File: config.mk
export PLATFORM = sky130hd
export DESIGN_NAME = sbd_cell
export DESIGN_NICKNAME = d
export VERILOG_FILES = /design/src/sv/sbd_pkg.sv /design/src/sv/sbd_cell.sv
export SDC_FILE = /design/constraint.sdc
export NUM_CORES = 1
export LEC_CHECK = 0
export BUFFER_PORTS_ARGS = -buffer_cell sky130_fd_sc_hd__buf_2
export CAP_MARGIN = 15
export CORE_MARGIN = 3
export CORE_UTILIZATION = 41
export DETAILED_ROUTE_END_ITERATION = 8
export PLACE_DENSITY = 0.89
export SYNTH_ARGS = -nofsm -noshare
export SYNTH_HDL_FRONTEND = slang
export SYNTH_SLANG_ARGS = --single-unit
File: constraint.sdc
create_clock -name clock -period 7.25 [get_ports clock]
set_clock_uncertainty 0.1 [all_clocks]
set_input_delay 0 -clock clock [delete_from_list [all_inputs] [get_ports clock]]
set_output_delay 0 -clock clock [all_outputs]
set_load 0.05 [all_outputs]
File: src/sv/sbd_pkg.sv
// Package with the types, constants and key folding shared by the sort block.
`timescale 1ns / 1ps
package sbd_pkg;

   localparam int MAX_RECORDS_DEFAULT = 64;
   localparam int CHAIN_DEPTH = 64;
   localparam int INDEX_W = 6;
   localparam int KEY_W = 31;

   localparam int MINUTES_PER_HOUR = 60;
   localparam int HOURS_PER_DAY = 24;
   localparam int DAYS_PER_MONTH = 31;
   localparam int MONTHS_PER_YEAR = 12;
   localparam int DAY_MINUTES = MINUTES_PER_HOUR * HOURS_PER_DAY;
   localparam int MONTH_MINUTES = DAY_MINUTES * DAYS_PER_MONTH;
   localparam int YEAR_MINUTES = MONTH_MINUTES * MONTHS_PER_YEAR;

   typedef enum logic [1:0] {
      ST_IDLE,
      ST_INSERT,
      ST_UNLOAD
   } state_type;

   typedef struct packed {
      logic                    valid;
      logic signed [KEY_W-1:0] end_key;
      logic signed [KEY_W-1:0] start_key;
      logic [INDEX_W-1:0]      index;
   } cell_data_type;

   typedef struct packed {
      logic insert;
      logic shift;
   } cell_ctrl_type;

   function automatic logic signed [KEY_W-1:0] fold_time(
      input logic signed [10:0] year,
      input logic signed [4:0]  month,
      input logic signed [5:0]  day,
      input logic signed [5:0]  hour,
      input logic signed [6:0]  minute
   );
      logic signed [KEY_W-1:0] y_v;
      logic signed [KEY_W-1:0] mo_v;
      logic signed [KEY_W-1:0] d_v;
      logic signed [KEY_W-1:0] h_v;
      logic signed [KEY_W-1:0] mi_v;
      y_v  = (year == '1) ? '0 : KEY_W'(year);
      mo_v = (month == '1) ? '0 : KEY_W'(month);
      d_v  = (day == '1) ? '0 : KEY_W'(day);
      h_v  = (hour == '1) ? '0 : KEY_W'(hour);
      mi_v = (minute == '1) ? '0 : KEY_W'(minute);
      return KEY_W'(y_v * KEY_W'(YEAR_MINUTES))
           + KEY_W'(mo_v * KEY_W'(MONTH_MINUTES))
           + KEY_W'(d_v * KEY_W'(DAY_MINUTES))
           + KEY_W'(h_v * KEY_W'(MINUTES_PER_HOUR))
           + mi_v;
   endfunction

   function automatic logic sorts_after(input cell_data_type a, input cell_data_type b);
      if (a.end_key != b.end_key) begin
         return a.end_key > b.end_key;
      end
      return a.start_key > b.start_key;
   endfunction

endpackage

File: src/sv/sbd_cell.sv
// One cell of the sorted chain: holds one record and inserts or shifts in place.
`timescale 1ns / 1ps
module sbd_cell
   import sbd_pkg::*;
(
   input  logic          clock,
   input  logic          reset,
   input  cell_ctrl_type ctrl,
   input  cell_data_type new_data,
   input  cell_data_type prev_data,
   input  logic          prev_after,
   input  cell_data_type next_data,
   output cell_data_type data,
   output logic          after
);

   cell_data_type data_ff;
   cell_data_type data_in;

   always_comb begin
      after = !data_ff.valid || sorts_after(data_ff, new_data);
      data_in = data_ff;
      if (ctrl.shift) begin
         data_in = next_data;
      end else if (ctrl.insert && after) begin
         data_in = prev_after ? prev_data : new_data;
      end
   end

   always_ff @(posedge clock) begin
      if (reset) begin
         data_ff.valid <= 1'b0;
      end else begin
         data_ff <= data_in;
      end
   end

   assign data = data_ff;

endmodule

### After elaboration in Yosys (flattened, before gate mapping)

Cells that the tools add are included.

| storage, ports and cells | value |
|---|---|
| register bits | 69 |
| input bits | 212 |
| output and inout port bits | 70 |
| logic and storage cells | 19 |

| cells by class | value |
|---|---|
| magnitude comparators | 2 |
| equality and inequality tests | 1 |
| muxes and demuxes | 6 |
| bitwise gates (word level) | 1 |
| reductions and logical operators | 5 |

Operators by type and width:

| cell | count |
|---|---|
| 69-bit two-way mux | 3 |
| 31-bit greater-than comparator | 2 |
| 31-bit inequality test | 1 |
| 1-bit two-way mux | 3 |
| 2-bit AND reduction | 1 |
| 2-bit nonzero test | 1 |
| 1-bit logical AND | 1 |
| 1-bit logical NOT | 1 |
| 1-bit logical OR | 1 |
| 1-bit inverter | 1 |

### Logic depth before layout (Yosys ltp)

| depth | value |
|---|---|
| word-level depth | 7 |
| depth in mapped cells | 10 |
| mapped depth without buffers | 10 |

### Worst setup path after synthesis

No wires, ideal clock.

| path | value |
|---|---|
| path kind | reg-to-reg |
| start | register data_ff (netlist bit data[61]) |
| end | register data_ff (netlist bit data[0]) (enable) |
| library setup time | 596 ps |
| data arrival time | 7066 ps |
| required time | 6554 ps |
| slack | -511 ps |
| cell stages (with the launch flop) | 10 |
| buffers on the path | 0 |
| period minus slack after synthesis | 7761 ps |
| path through | edfxtp_1 -> ha_1 -> a21o_1 -> a221o_1 -> a221oi_1 -> o21ai_1 -> a21oi_2 -> xor2_1 -> a21oi_2 -> a211oi_1 |

| on the way | value |
|---|---|
| word-level cells in the longest chain between the ends | 7 |
| elaborated cells between the ends (all ways) | 9 |
| those cells by class | order compare: 1; eq/ne: 1; mux: 3; reduce/logical: 4 |

RTL lines:

| element | line | RTL |
|---|---|---|
| from (decl) | sbd_cell.sv:17 | `cell_data_type data_ff;` |
| from (signal assigned) | sbd_cell.sv:34 | `data_ff <= data_in;` |
| 31-bit greater-than comparator / 31-bit inequality test (equally long branches) | sbd_pkg.sv:62, sbd_pkg.sv:61 |  |
| 1-bit two-way mux | sbd_pkg.sv:61 | `if (a.end_key != b.end_key) begin` |
| 1-bit two-way mux (*) | sbd_pkg.sv:64 | `return a.start_key > b.start_key;` |
| 1-bit logical OR (*) | sbd_cell.sv:21 | `after = !data_ff.valid \|\| sorts_after(data_ff, new_data);` |
| 1-bit logical AND (*) | sbd_cell.sv:25 | `end else if (ctrl.insert && after) begin` |
| 2-bit nonzero test (no source line) (*) | n/a |  |
| 2-bit AND reduction (no source line) (*) | n/a |  |

Mark *: on every way between the ends. The rest lies on a longest branch, timed or not. The select of a mux whose other input is x is not followed.
A chain may end at the register's enable or synchronous reset.

### Worst setup path after layout

| path | value |
|---|---|
| start | register data_ff (netlist bit data[36]) |
| end | register data_ff (netlist bit data[24]) (enable) |

| on the way | value |
|---|---|
| word-level cells in the longest chain between the ends | 6 |

RTL lines:

| element | line |
|---|---|
| 31-bit greater-than comparator | sbd_pkg.sv:64 |
| 1-bit two-way mux | sbd_pkg.sv:64 |
| 1-bit logical OR | sbd_cell.sv:21 |
| 1-bit logical AND | sbd_cell.sv:25 |
| 2-bit nonzero test (no source line) | n/a |
| 2-bit AND reduction (no source line) | n/a |

Every way passes these cells.

==> metrics.md <==
| Metric | Value |
|---|---|
| Post-CTS Setup Bufs | `0` |
| Critical Path End Type | `register` |
| Combinational cell fraction of total power | `0.332` |
| Largest register FFs | `a little under 70` |
| GRT Overall Usage | `0.265` |
| Max_cap viols | `0` |
| Initial antenna violation count | `0` |
| Area growth syn-to-layout | `58.7%` |
| Cell variety after synth | `40` |
| Status | `finished, violations left` |
| Chip width | `118 um` |
| Post-DP HPWL | `about 13000 um` |
| Setup violators final | `0` |
| Fin crit period | `around 4.1 ns` |
| Clock Sinks | `about 70` |
| Maximum clock path buffer count | `2` |
| Final period utilization | `0.562` |
| Initial Utilization | `0.422` |
| Mapped Cells | `526` |
| Top-count cell post-synth | `nand2_1` |
| Synth Flop Type | `edfxtp_1` |
| Setup TNS | `0 ns` |
| Seq/Total Area, Yosys | `0.404` |
| PwrDens | `170 mW/mm2` |
| Syn nets | `800` |
| Vias in the first global route | `5915` |
| Congestion Overflow GR | `0` |
| Root buf cell | `clkbuf_16` |
| GP Congestion | `0.943` |
| Yosys top cell by area | `edfxtp_1` |
| Number of flops mapped to enable cells by yosys | `slightly below 70` |
| Slew @ Worst Pin | `0.971 ns` |
| Synth top area share | `0.400` |
| Remaining DRCs | `0` |
| RSZ-0062 raised after global routing | `no` |
| Syn. warnings | `0` |
| Yosys reg bits | `69` |
| Relative slew slack | `0.353` |
| Num CTS Buffers | `9` |
| First-pass GRT wire length | `29500 um` |
| Post-synth ARST share | `0` |
| Req. time, crit path | `7.10 ns` |
| Core area | `approximately 0.012 mm2` |
| Fin. Hold Viols | `1` |
| Syn Area/Cell | `9.71 um2` |
| DIE AREA | `between 0.01 and 0.015 mm2` |
| Clock-pin slew on the worst setup and hold paths | `0.06 ns` |
| DR WL/cell | `17.5 um` |
| Starting DRC count in detailed routing | `between 300 and 400` |
| Final WL | `19000 um` |
| Synthesized area | `0.00511 mm2` |
| Max FO, Critical Path | `52` |
| Detail Route Antenna Nets | `0` |
| Internal power | `roughly 930 uW` |
| TritonCTS clock tree | `done` |
| Critical-path cell list | `ha_1 > nand4_2 > nor4_2 > and4_1 > o41ai_2 > o2111ai_1 > mux2_1 > a21oi_2 > a211oi_4 > buf_4` |
| Achievable frequency | `about 250 MHz` |
| IO Port Bufs | `281` |
| DRT Pass-1 Iters | `5` |
| R2r setup slk | `3.17 ns` |
| Clk pwr share | `0.308` |
| Critical-path top delay cell | `a211oi_4` |
| Max IR drop VDD | `0.0981 mV` |
| WHS | `-0.00891 ns` |
| Total Power | `1.38 mW` |
| IO Count | `282` |
| Rows | `40` |
| Failing checks | `hold timing` |
| Fill count | `960` |
| Share of post-route cells with drive strength above 1 | `0.334` |
| CP arrival | `3.93 ns` |
| Layout Nets | `around 1.2k` |
| Worst Hold Class | `primary input to register` |
| Vias per cell | `about 5.2` |
| Critical path's largest stage delay | `0.77 ns` |
| Final Max Tran Viols | `0` |
| Largest net degree at the start of global routing | `roughly 110` |
| Cell Area, Placed | `0.00667 mm2` |
| Critical Path Source Type | `register` |
| Via count | `between 5k and 6k` |
| Area contributors post-synth | `edfxtp_1 40%, ha_1 15%, mux2i_1 14%, o21ai_0 7.1%, nand2_1 6.0%` |
| Crit path kind | `register to register` |
| Switching power total | `446 uW` |
| Die height | `118 um` |
| H-Tree Level Count | `3` |
| Final instance area | `0.00810 mm2` |
| Sequential power share | `0.361` |
| Synth top cells by count | `81 x nand2_1, 72 x o21ai_0, 69 x mux2i_1` |
| Leak | `4.13 nW` |
| Sw Ratio | `0.323` |
| Clock latency on the worst-skew pair | `0.32 ns` |
## timing repair
item	CTS	global route
gates resized for setup	0	0
endpoints found under the hold margin	69	1
hold buffers	113	1
## worst max-delay path, delay by kind of cell, from the launching register on
kind,cells,cell delay (ns)
AND/OR/NAND/NOR,3,0.83
flip-flops,1,0.38
adder cells (fa/ha/maj),1,0.40
AO/OA/AOI/OAI,4,1.05
buffers and inverters,1,0.72
multiplexers,1,0.20
## worst paths after layout
| kind | from | endpoint | cells after the start |
|---|---|---|---|
| worst max-delay path | data[36] | data[24] | 10 |
| worst max register to register | data[36] | data[24] | 10 |
| worst min register to register | data[68] | data[42] | 2 |
| worst min-delay path | prev_data[35] | data[35] | 3 |
## layout make-up
type / instances / area (um2) / share of cell area
antenna: 1 / 2.50 / 0.000309
clock buffer: 12 / 236 / 0.0292
clock inverter: 4 / 48.8 / 0.00602
sequential: 69 / 2060 / 0.255
multi-input combinational: 370 / 2730 / 0.337
tap: 168 / 210 / 0.0259
inverter: 64 / 240 / 0.0297
timing repair buffer: 398 / 2570 / 0.318
## placed cells by master, fill, tap and decap left out, types with 3 or more instances in the layout
master         instances
a221oi_1               3
dlygate4sd3_1        114
buf_4                  5
ha_1                  62
mux2i_1               69
a21oi_1               17
o21ai_0               72
nand2_1               81
nand4_1                8
clkbuf_1               3
nand3_1                8
inv_1                 64
nor2_1                 9
buf_2                279
clkbuf_16              9
edfxtp_1              68
a21o_1                 8
and4_1                 4
## per-layer routing
metal	track usage	wire length (um)
met2	0.498	10000
met3	0.0605	1200
met5	0	0
met1	0.276	6810
met4	0.131	966
## power by group through the flow
stage / sequential (mW) / clock, mW / combinational (mW)
after floorplan: 0.608 / 0 / 0.146
after global placement: 0.501 / 0 / 0.380
after detailed placement: 0.504 / 0 / 0.387
after CTS: 0.496 / 0.434 / 0.446
after global routing: 0.500 / 0.447 / 0.492
final: 0.497 / 0.424 / 0.457
## metrics by stage
stage               utilization  std cells  worst slack, ns  hold WS (ns)
floorplan                     -        526             1.70        0.0871
CTS                       0.668       1084             3.08       0.00146
finish                    0.669       1086             3.17      -0.00891
detailed placement        0.551        955             3.09         0.183
global placement          0.551        955             3.13         0.178
global route              0.669       1085             2.88       0.00210
## cells by family (layout without fill, tap and decap cells)
family,count (synthesis),in the layout,share of synthesized area
AO/OA/AOI/OAI,118,118,0.136
XOR/XNOR,1,1,0.00172
adder cells (fa/ha/maj),62,62,0.152
buffers and inverters,87,478,0.0647
flip-flops,69,69,0.404
multiplexers,70,70,0.137
other,0,1,0
AND/OR/NAND/NOR,119,119,0.105
(Power assumes the default switching activity.)
